<file path="config.mk">
export PLATFORM = sky130hd
export DESIGN_NAME = kli_ctrl
export DESIGN_NICKNAME = d
export VERILOG_FILES = /design/src/hw/rtl/kli_pkg.sv /design/src/hw/rtl/kli_ctrl.sv
export SDC_FILE = /design/constraint.sdc
export NUM_CORES = 1
export LEC_CHECK = 0
export BUFFER_PORTS_ARGS = -buffer_cell sky130_fd_sc_hd__buf_2
export CORE_MARGIN = 2
export CORE_UTILIZATION = 59
export DETAILED_ROUTE_END_ITERATION = 6
export GPL_TIMING_DRIVEN = 0
export PLACE_DENSITY = 0.84
export SLEW_MARGIN = 20
export SYNTH_ARGS = -nofsm -noshare
export SYNTH_HDL_FRONTEND = slang
export SYNTH_SLANG_ARGS = --single-unit
</file>
<file path="constraint.sdc">
create_clock -name i_clk -period 6.8 [get_ports i_clk]
set_clock_uncertainty 0.2 [all_clocks]
set_input_delay 1.36 -clock i_clk [delete_from_list [all_inputs] [get_ports i_clk]]
set_output_delay 1.36 -clock i_clk [all_outputs]
set_load 0.005 [all_outputs]
</file>
<file path="src/hw/rtl/kli_pkg.sv">
`default_nettype none
// ----------------------------------------------------------------------------
// kli_pkg
// Shared types and constants of the keyframe linear interpolator: transaction
// payloads, controller-to-datapath commands and datapath status.
// ----------------------------------------------------------------------------
package kli_pkg;

    localparam int KEY_IDX_W  = 6;
    localparam int KEY_CNT_W  = 7;
    localparam int DATA_W     = 32;
    localparam int FRAC_BITS  = 16;
    // one compare for the integer bit of the fraction, then FRAC_BITS more
    localparam int DIV_STEPS  = FRAC_BITS + 1;
    localparam int STEP_W     = $clog2(DIV_STEPS);

    localparam logic REQ_WRITE = 1'b0;
    localparam logic REQ_EVAL  = 1'b1;

    typedef struct packed {
        logic                 req_type;
        logic [KEY_IDX_W-1:0] key_index;
        logic [DATA_W-1:0]    key_time;
        logic [DATA_W-1:0]    key_value;
        logic [DATA_W-1:0]    position;
    } t_in_item;

    typedef struct packed {
        logic [DATA_W-1:0]    value;
        logic [KEY_IDX_W-1:0] segment;
        logic                 no_segment;
    } t_out_item;

    typedef struct packed {
        logic mem_we;
        logic start;
        logic rd_en;
        logic adv;
        logic cap_seg;
        logic cap_last;
        logic div_step;
        logic div_first;
        logic mul;
        logic out_load;
    } t_cmd;

    typedef struct packed {
        logic in_seg;
        logic out_free;
    } t_status;

endpackage
`default_nettype wire

</file>
<file path="src/hw/rtl/kli_ctrl.sv">
`default_nettype none
// ----------------------------------------------------------------------------
// kli_ctrl
// Controller: holds the key count register, sequences the segment scan, the
// fraction divide, the multiply and the result hand-off.
// ----------------------------------------------------------------------------
module kli_ctrl #(
    parameter int MAX_KEYS = 64,
    localparam int AW = (MAX_KEYS > 1) ? $clog2(MAX_KEYS) : 1
) (
    input  wire logic                         i_clk,
    input  wire logic                         i_rst_n,
    input  wire logic                         i_cfg_we,
    input  wire logic [kli_pkg::KEY_CNT_W-1:0] i_cfg_data,
    input  wire logic                         i_in_valid,
    input  wire logic                         i_req_type,
    output logic                              o_in_ready,
    input  wire kli_pkg::t_status             i_status,
    output kli_pkg::t_cmd                     o_cmd,
    output logic [AW-1:0]                     o_rd_addr,
    output logic [AW-1:0]                     o_seg
);
    import kli_pkg::*;

    typedef enum logic [2:0] {
        S_IDLE,
        S_SCAN,
        S_DIV,
        S_MUL,
        S_OUT
    } t_state;

    t_state               r_state;
    logic [KEY_CNT_W-1:0] r_key_count;
    logic [AW-1:0]        r_k;
    logic [AW-1:0]        r_last;
    logic [AW-1:0]        r_seg;
    logic [STEP_W-1:0]    r_step;

    logic [31:0]          kc32;
    logic [AW-1:0]        last_eff;
    logic                 acc;
    logic                 acc_eval;

    assign o_in_ready = (r_state == S_IDLE);
    assign acc        = i_in_valid && o_in_ready;
    assign acc_eval   = acc && (i_req_type == REQ_EVAL);
    assign o_seg      = r_seg;

    // clamp the key count to 1..MAX_KEYS and keep the last index
    assign kc32 = 32'(r_key_count);
    always_comb begin
        if (kc32 == 32'd0) begin
            last_eff = '0;
        end else if (kc32 > 32'(MAX_KEYS)) begin
            last_eff = AW'(MAX_KEYS - 1);
        end else begin
            last_eff = AW'(kc32 - 32'd1);
        end
    end

    always_comb begin
        o_cmd     = '0;
        o_rd_addr = r_k + AW'(1);
        unique case (r_state)
            S_IDLE: begin
                if (acc_eval) begin
                    o_cmd.start = 1'b1;
                    o_cmd.rd_en = 1'b1;
                    o_rd_addr   = '0;
                end else if (acc) begin
                    o_cmd.mem_we = 1'b1;
                end
            end
            S_SCAN: begin
                priority if (r_k != '0 && i_status.in_seg) begin
                    o_cmd.cap_seg = 1'b1;
                end else if (r_k == r_last) begin
                    o_cmd.cap_last = 1'b1;
                end else begin
                    o_cmd.adv   = 1'b1;
                    o_cmd.rd_en = 1'b1;
                end
            end
            S_DIV: begin
                o_cmd.div_step  = 1'b1;
                o_cmd.div_first = (r_step == '0);
            end
            S_MUL: begin
                o_cmd.mul = 1'b1;
            end
            S_OUT: begin
                o_cmd.out_load = i_status.out_free;
            end
            default: begin
                o_cmd = '0;
            end
        endcase
    end

    always_ff @(posedge i_clk) begin
        if (!i_rst_n) begin
            r_state     <= S_IDLE;
            r_key_count <= KEY_CNT_W'(1);
            r_k         <= '0;
            r_last      <= '0;
            r_seg       <= '0;
            r_step      <= '0;
        end else begin
            if (i_cfg_we) begin
                r_key_count <= i_cfg_data;
            end
            unique case (r_state)
                S_IDLE: begin
                    if (acc_eval) begin
                        r_k     <= '0;
                        r_last  <= last_eff;
                        r_state <= S_SCAN;
                    end
                end
                S_SCAN: begin
                    if (o_cmd.cap_seg) begin
                        r_seg   <= r_k - AW'(1);
                        r_step  <= '0;
                        r_state <= S_DIV;
                    end else if (o_cmd.cap_last) begin
                        r_seg   <= r_k;
                        r_state <= S_OUT;
                    end else begin
                        r_k <= r_k + AW'(1);
                    end
                end
                S_DIV: begin
                    if (r_step == STEP_W'(DIV_STEPS - 1)) begin
                        r_state <= S_MUL;
                    end else begin
                        r_step <= r_step + STEP_W'(1);
                    end
                end
                S_MUL: begin
                    r_state <= S_OUT;
                end
                S_OUT: begin
                    if (i_status.out_free) begin
                        r_state <= S_IDLE;
                    end
                end
                default: begin
                    r_state <= S_IDLE;
                end
            endcase
        end
    end

    a_eval_starts_scan: assert property (@(posedge i_clk) disable iff (!i_rst_n)
        acc_eval |=> (r_state == S_SCAN))
        else $error("evaluate transaction did not start a scan");

    a_scan_in_range: assert property (@(posedge i_clk) disable iff (!i_rst_n)
        (r_state == S_SCAN) |-> (r_k <= r_last))
        else $error("scan index passed the last key");

    a_div_steps: assert property (@(posedge i_clk) disable iff (!i_rst_n)
        (r_state == S_DIV) |-> (r_step < STEP_W'(DIV_STEPS)))
        else $error("divide step counter out of range");

    a_load_returns_idle: assert property (@(posedge i_clk) disable iff (!i_rst_n)
        o_cmd.out_load |=> (r_state == S_IDLE))
        else $error("result load did not return to idle");

endmodule
`default_nettype wire

</file>
# Yosys cells after proc, flatten, opt, wreduce, memory -nomap -nowiden
# Cells that the tools add are included.
dict set report op_classes {
  magnitude_cmp 1
  n_eq_ne 14
  reduce_logical 15
  add_sub_neg 4
  n_mux 33
}
# cell n
set ops {}
lappend ops {{$mux W6} 9}
lappend ops {{$logic_not A32 Y1} 1}
lappend ops {{$mux W3} 6}
lappend ops {{$pmux W3 S5} 1}
lappend ops {{$ne A2 B2 Y1 const B} 6}
lappend ops {{$pmux W6 S2} 1}
lappend ops {{$sub A6 B1 Y6 const B} 2}
lappend ops {{$mux W2} 5}
lappend ops {{$mux W5} 2}
lappend ops {{$pmux W5 S2} 1}
lappend ops {{$reduce_and A4 Y1} 2}
lappend ops {{$gt A7 B7 Y1 const B} 1}
lappend ops {{$mux W1} 7}
lappend ops {{$add A6 B1 Y6 const B} 1}
lappend ops {{$eq A3 B2 Y1 const B} 2}
lappend ops {{$eq A6 B6 Y1} 1}
lappend ops {{$reduce_bool A2 Y1} 3}
lappend ops {{$reduce_bool A6 Y1} 1}
lappend ops {{$add A5 B1 Y5 const B} 1}
lappend ops {{$eq A5 B5 Y1 const B} 1}
lappend ops {{$logic_not A5 Y1} 1}
lappend ops {{$reduce_and A2 Y1} 2}
lappend ops {{$eq A3 B1 Y1 const B} 1}
lappend ops {{$eq A3 B3 Y1 const B} 1}
lappend ops {{other kinds (6)} 8}
dict set report totals {
  ff_bits 33
  inputBits 14
  elab_cells 73
}

# Depth between registers and ports, before layout
# Gate-level depths: netlist of run 1.
dict set report depth {
  word_depth 7
  depth_mapped 9
  depth_no_buf 8
}

# Worst setup path after synthesis of run 1
# No wires, ideal clock.
dict set report synth_timing {
  path_type {input to output}
  from {input i_in_valid}
  to {output o_rd_addr[1]}
  slack_ps 3091
  path_buffers 1
  stages 4
  arrival_time_ps 2149
  cell_sequence {nor4b_1 -> nand2_1 -> clkbuf_1 -> and2_1}
}
dict set report synth_via {
  elab_chain_cells 4
}
# element line
set synth_lines {}
lappend synth_lines {{from (decl)} kli_ctrl.sv:15} ;# input wire logic i_in_valid,
lappend synth_lines {{$logic_and A1 B1 Y1} kli_ctrl.sv:46} ;# assign acc = i_in_valid && o_in_ready;
lappend synth_lines {{$logic_and A1 B1 Y1} kli_ctrl.sv:47} ;# assign acc_eval = acc && (i_req_type == REQ_EVAL);
lappend synth_lines {{$mux W6} kli_ctrl.sv:67} ;# if (acc_eval) begin
lappend synth_lines {{$mux W6} kli_ctrl.sv:65} ;# unique case (r_state)
lappend synth_lines {{to (decl)} kli_ctrl.sv:20} ;# output logic [AW-1:0] o_rd_addr,
# No other way between the ends.

# Final worst setup path of run 1
# Same ends and word-level chain as after synthesis.

==> results by group, run 1 <==
Synthesis
  – Post-Synthesis Cells: 233
  – Synthesized area per cell: 8.18 sq um
  – Async S/R FF share, synth: 0%
  – #FFs+latches synth: 33
  – Mapped Nets: 253
  – Synth unique cells: 48
  – Mapped Area: 1910 sq um
  – Ys Warns: 0
  – Seq/Total Area, Yosys: 34.6%
  – Synth Flop Type: dfxtp_1
  – EDFF count, synth: 0

Floorplan
  – Core area: 3050 sq um
  – Chip height: 60.9 microns
  – IO Pins: 37
  – Die W: between 60 and 70 microns
  – Die area: 3700 sq um
  – Initial core utilization: 62.5%
  – Std-Cell Rows: 20

Critical path
  – Crit Path Category: input port to primary output
  – Critical Path End Type: primary output
  – Arrival time worst endpoint: 2.52 ns
  – CP most frequent cell: buf_2
  – CP startpoint kind: input port
  – Worst path cell trace: buf_2 -> nor4b_1 -> nand2_1 -> clkbuf_1 -> and2_1 -> buf_2
  – Worst-path cell with the longest stage delay: nor4b_1
  – Worst-path maximum fanout: 10
  – Crit-path max cell delay: 0.30 ns
  – Crit path required time: 5.24 ns

Timing
  – Setup TNS: 0 ns
  – Final period utilization: 60.0%
  – Worst hold margin: roughly 0.28 ns
  – Max Slew Vio Count: 0
  – Worst slew margin relative to its limit: 64.0%
  – Min Tclk post-route: 4.08 ns
  – RSZ-0062 raised after global routing: false
  – Fin. Hold Viols: 0
  – Maximum clock rate: about 0.24 GHz
  – Final Setup Violations: 0
  – Worst-Margin Slew: 0.540 ns

Clock network
  – PostCTS Resize Cnt: 0
  – H-tree depth: 2
  – Cts hold-fix bufs: 0
  – Reg clk slew, reported paths: 0.10 ns
  – TritonCTS buffer count: 5
  – Clock latency on the worst-skew pair: ~0.35 ns
  – Clock sink count: 33
  – Setup bufs post-CTS: 0
  – Clock root buffer: clkbuf_4
  – CTS tree: yes
  – CTS Buffer Depth: 2

Min path
  – Worst hold path type: flip-flop to flip-flop

Cells and area
  – Antenna diode count: 0
  – Commonest non-fill, non-tap cell in the layout: buf_2
  – P&R area growth vs syn: 17.5%
  – Commonest non-fill, non-tap cells in the layout: buf_2, dfxtp_1, nor2_1, a21oi_1, o21ai_0
  – Filler Cell Count: between 200 and 300
  – Share of cells above drive strength 1: 23.2%
  – Layout net count: 295

Status
  – Outcome: completed

Power
  – Cell area power density: 234 nW/um^2
  – Max IR drop VDD: 0.198 mV
  – Total Power: 0.523 mW
  – Leakage power: 1.01 nW

Global route
  – Largest net degree at the start of global routing: 12
  – Grt ovf: 0
  – Vias in the first global route: between 1500 and 2000
  – Total global-route track usage: 24.8%
  – First-pass GRT wire length: 6.71 mm
  – Initial antenna violation count: 0

Route
  – # DRC: 0
  – Via count of the routed design: 1730
  – DRT Pass-1 Iters: 4
  – Initial DRC count: 100
  – WL/cell: 12.4 microns
  – Avg Vias per Cell: ~5.4
  – Final ANT Viol Nets: 0
  – Final wirelength: 3.95 mm

Flow run
  – Max cap viols: 0

Place
  – Gpl congestion: ~0.86
  – Post-DP HPWL: ~3 mm
  – Buffers on Ports: 35
## final cells by class
type | instances | area (sq um) | share of cell area, %
multi-input combinational | 173 | 1120 | 50.0
sequential | 33 | 661 | 29.5
inverter | 10 | 37.5 | 1.68
buffer | 17 | 88.8 | 3.97
clock inverter | 3 | 65.1 | 2.91
timing repair buffer | 35 | 175 | 7.82
tap | 44 | 55.1 | 2.46
clock buffer | 5 | 37.5 | 1.68
## path summary, 6_finish.rpt
kind / end / slack (ns) / depth (start not counted) / startpoint
hold reg to reg: o_seg[1] / 0.28 / 2 / o_seg[1]
hold / removal: o_seg[1] / 0.28 / 2 / o_seg[1]
setup / recovery: o_rd_addr[1] / 2.72 / 6 / i_in_valid
setup reg to reg: o_seg[0] / 4.49 / 9 / r_k[0]
## worst max-delay path: cells and delay by family
family        cells  cell delay, ns
buf+inv           3            0.45
simple gates      3            0.70
## sequential cells by signal, indices dropped and copies added (netlist names)
register	flops
r_key_count	7
o_seg	6
r_step	5
r_state	3
r_k	6
r_last	6
## layer usage
| layer | part of all wire (%) | global-route usage [%] | routed length [microns] |
|---|---|---|---|
| met1 | 45 | 29.8 | 1760 |
| met2 | 49 | 42.1 | 1950 |
| met3 | 4.2 | 6.40 | 167 |
| met4 | 1.9 | 10.2 | 74 |
| met5 | 0 | 0 | 0 |
## where the power goes
part	total (mW)	leakage (nW)	internal (mW)	switching (mW)
sequential	0.216	0.269	0.208	0.00787
clock	0.184	0.0552	0.114	0.0705
combinational	0.123	0.685	0.0523	0.0708
total	0.523	1.01	0.374	0.149
## synthesized netlist by cell type, types with 7 or more instances
cell type,count,share of area (%)
a21oi_1,22,5.8
xor2_1,14,6.4
o21ai_0,16,4.2
dfxtp_1,33,35
mux2i_1,7,3.7
nand2_1,15,3.0
nor2_1,26,5.1
inv_1,9,1.8
nand3_1,9,2.4
## cell families (layout without fill, tap and decap cells)
logic type / after synthesis / after routing / share of synthesized area [%]
muxes: 7 / 7 / 3.67
adders and majority gates: 7 / 7 / 4.46
buffers and inverters: 27 / 70 / 6.63
and+or+nand+nor: 83 / 83 / 22.8
AOI/OAI and AO/OA: 58 / 58 / 19.6
DFF: 33 / 33 / 34.6
xor gates and xnor gates: 18 / 18 / 8.27
## metrics by stage
stage	cell area, sq um	setup WS, ns	util (%)	instances
floorplan	1910	3.09	-	233
global placement	2140	2.71	70.0	312
detailed placement	2140	2.72	70.0	312
CTS	2240	2.71	73.4	320
global route	2240	2.57	73.4	320
finish	2240	2.72	73.4	320
No activity file was read; power rests on OpenSTA's default activity.
==> run 2, diff against run 1 <==
Settings changed: CORE_UTILIZATION 59 to 49, PLACE_DENSITY 0.84 to 0.75.
Clock period 6.8 ns to 3.55 ns, I/O delays scaled along.
==> run 2 against run 1 <==
Against the previous run: global-route usage fell by 3.3 points; critical endpoint is now o_cmd[7]; sequential power increased by 92%; first-iteration DRC count shrank 14%; cell area up 0.17%; total power grew 84%; combinational power increased by 92%; clock power is 68% higher; largest power group unchanged; critical path depth up 3; sequential share of layout area hardly changed; routed wire length grew 4.4%.
==> results by group, run 2 (synthesis results as in run 1) <==
Status
  – Outcome: completed

Cells and area
  – Final core occ: between 60% and 70%
  – Commonest non-fill, non-tap cells in the layout: buf_2, dfxtp_1, nor2_1, a21oi_1, o21ai_0
  – Commonest non-fill, non-tap cell in the layout: buf_2
  – Layout net count: 295
  – Top reg by flops: r_key_count
  – Flip-flop count of the largest register after layout: 7
  – P&R area growth vs syn: 17.7%
  – Share of cells above drive strength 1: between 20% and 30%
  – Antenna diode count: 0

Route
  – # DRC: 0
  – Final wirelength: 4.13 mm
  – WL/cell: 12.7 microns
  – Initial DRC count: 86
  – DRT Pass-1 Iters: 5
  – Avg Vias per Cell: about 5.3
  – Via count of the routed design: between 1500 and 2000
  – Final ANT Viol Nets: 0

Floorplan
  – Die area: 4410 sq um
  – Chip height: 66.4 microns
  – Initial core utilization: between 50% and 60%
  – Die W: 66.4 microns
  – IO Pins: 37
  – Std-Cell Rows: 22
  – Core area: around 3700 sq um

Place
  – Pre-CTS setup slack: 0.739 ns
  – Post-DP HPWL: between 3 and 4 mm
  – Buffers on Ports: 35
  – Gpl congestion: 0.856

Min path
  – Hold path startpoint: o_seg[1]
  – Hold EP: o_seg[1]
  – Worst hold path type: flip-flop to flip-flop
  – Hold Path Cell Cnt: 2

Timing
  – Maximum clock rate: roughly 0.32 GHz
  – Worst-Margin Slew: ~0.53 ns
  – Setup TNS: 0 ns
  – Max Slew Vio Count: 0
  – RSZ-0062 raised after global routing: false
  – Fin. Hold Viols: 0
  – Worst slew margin relative to its limit: 64.6%
  – Min Tclk post-route: between 3 and 4 ns
  – Setup WS post-layout: 0.397 ns
  – Final Setup Violations: 0
  – Final period utilization: between 80% and 90%

Critical path
  – R2r endpoint: r_state[0]
  – Arrival time worst endpoint: 2.24 ns
  – Buffers & Inverters on Critical Path: 4
  – Worst path cell trace: buf_2 -> inv_1 -> ha_1 -> and2b_1 -> nand2_1 -> a221o_1 -> buf_4 -> nand2_1 -> buf_2
  – Reg2reg start: r_k[0]
  – CP startpoint kind: flip-flop
  – Worst reg2reg setup slack: 1.25 ns
  – R2r worst-path depth: 9
  – Worst-path maximum fanout: 10
  – Crit-path max cell delay: 0.40 ns
  – Worst-path cell with the longest stage delay: a221o_1
  – Crit path required time: 2.64 ns
  – Crit Path Category: flip-flop to primary output
  – Delay-heaviest family, CP: buffers and inverters
  – Critical Path End Type: primary output

Global route
  – Initial antenna violation count: 0
  – Total global-route track usage: 21.5%
  – Largest net degree at the start of global routing: 11
  – First-pass GRT wire length: between 7 and 8 mm
  – Grt ovf: 0
  – Vias in the first global route: between 1500 and 2000

Clock network
  – CTS Buffer Depth: 2
  – H-tree depth: 2
  – Clock root buffer: clkbuf_8
  – TritonCTS buffer count: 5
  – Cts hold-fix bufs: 0
  – CTS tree: yes
  – PostCTS Resize Cnt: 0
  – Clock latency on the worst-skew pair: around 0.29 ns
  – Reg clk slew, reported paths: 0.07 ns
  – Clock sink count: 33
  – Setup bufs post-CTS: 0

Flow run
  – Max cap viols: 0

Power
  – Max IR drop VDD: 0.205 mV
  – Cell area power density: 428 nW/um^2
  – Leakage power: 1.01 nW
-- run 2: cell types whose count changed in the layout (fill, tap and decap cells not counted) --
cell       before  now
clkbuf_8        0    7
clkbuf_4        5    0
bufinv_16       2    0
-- run 2: area by class of cell --
type / count / area, sq um
Buffer: 17 / 88.8
Clock buffer: 7 / 96.3
Clock inverter: 1 / 5.00
Fill cell: 343 / 1450
Inverter: 10 / 37.5
Multi-Input combinational cell: 173 / 1120
Sequential cell: 33 / 661
Tap cell: 48 / 60.1
Timing Repair Buffer: 35 / 175
-- run 2: routing by layer --
layer | track usage [%] | wire length [microns] | vias to the layer above
met5 | 0 | 0 | -
met4 | 10.2 | 84 | 0
met3 | 4.09 | 205 | 7
met2 | 37.3 | 1970 | 43
met1 | 25.2 | 1860 | 778
li1 | - | - | 893
-- run 2: per-stage QoR --
stage          cell area, sq um  cells  total power [mW]  hold WS [ns]
6_report                   2240    324             0.961         0.265
5_1_grt                    2240    324              1.02         0.305
4_1_cts                    2240    324             0.968         0.270
3_5_place_dp               2140    316             0.659         0.258
3_3_place_gp               2140    316             0.654         0.251
2_1_floorplan              1910    233             0.587         0.262
-- run 2: worst max-delay path by stage --
stage                          start      endpoint  slack [ns]  cells after the start
after floorplan               r_k[0]      o_cmd[7]        1.04                      8
after global placement    i_in_valid  o_rd_addr[1]        0.74                      6
after detailed placement  i_in_valid  o_rd_addr[1]        0.74                      6
after CTS                     r_k[0]      o_cmd[7]        0.40                      9
after global routing          r_k[0]      o_cmd[7]        0.28                      9
final                         r_k[0]      o_cmd[7]        0.40                      9
-- run 2: where the power goes --
| group | internal, mW | switching [mW] | leakage, nW |
|---|---|---|---|
| Combinational | 0.100 | 0.136 | 0.685 |
| Sequential | 0.399 | 0.0158 | 0.269 |
| Clock | 0.175 | 0.135 | 0.0542 |
-- run 2: worst register-to-register path, cell delays in order (launching register included) --
cell       delay, ns
dfxtp_1         0.31
buf_2           0.17
inv_1           0.10
ha_1            0.20
and2b_1         0.23
nand2_1         0.13
a221o_1         0.40
inv_2           0.10
nor2_1          0.05
a2111oi_2       0.32
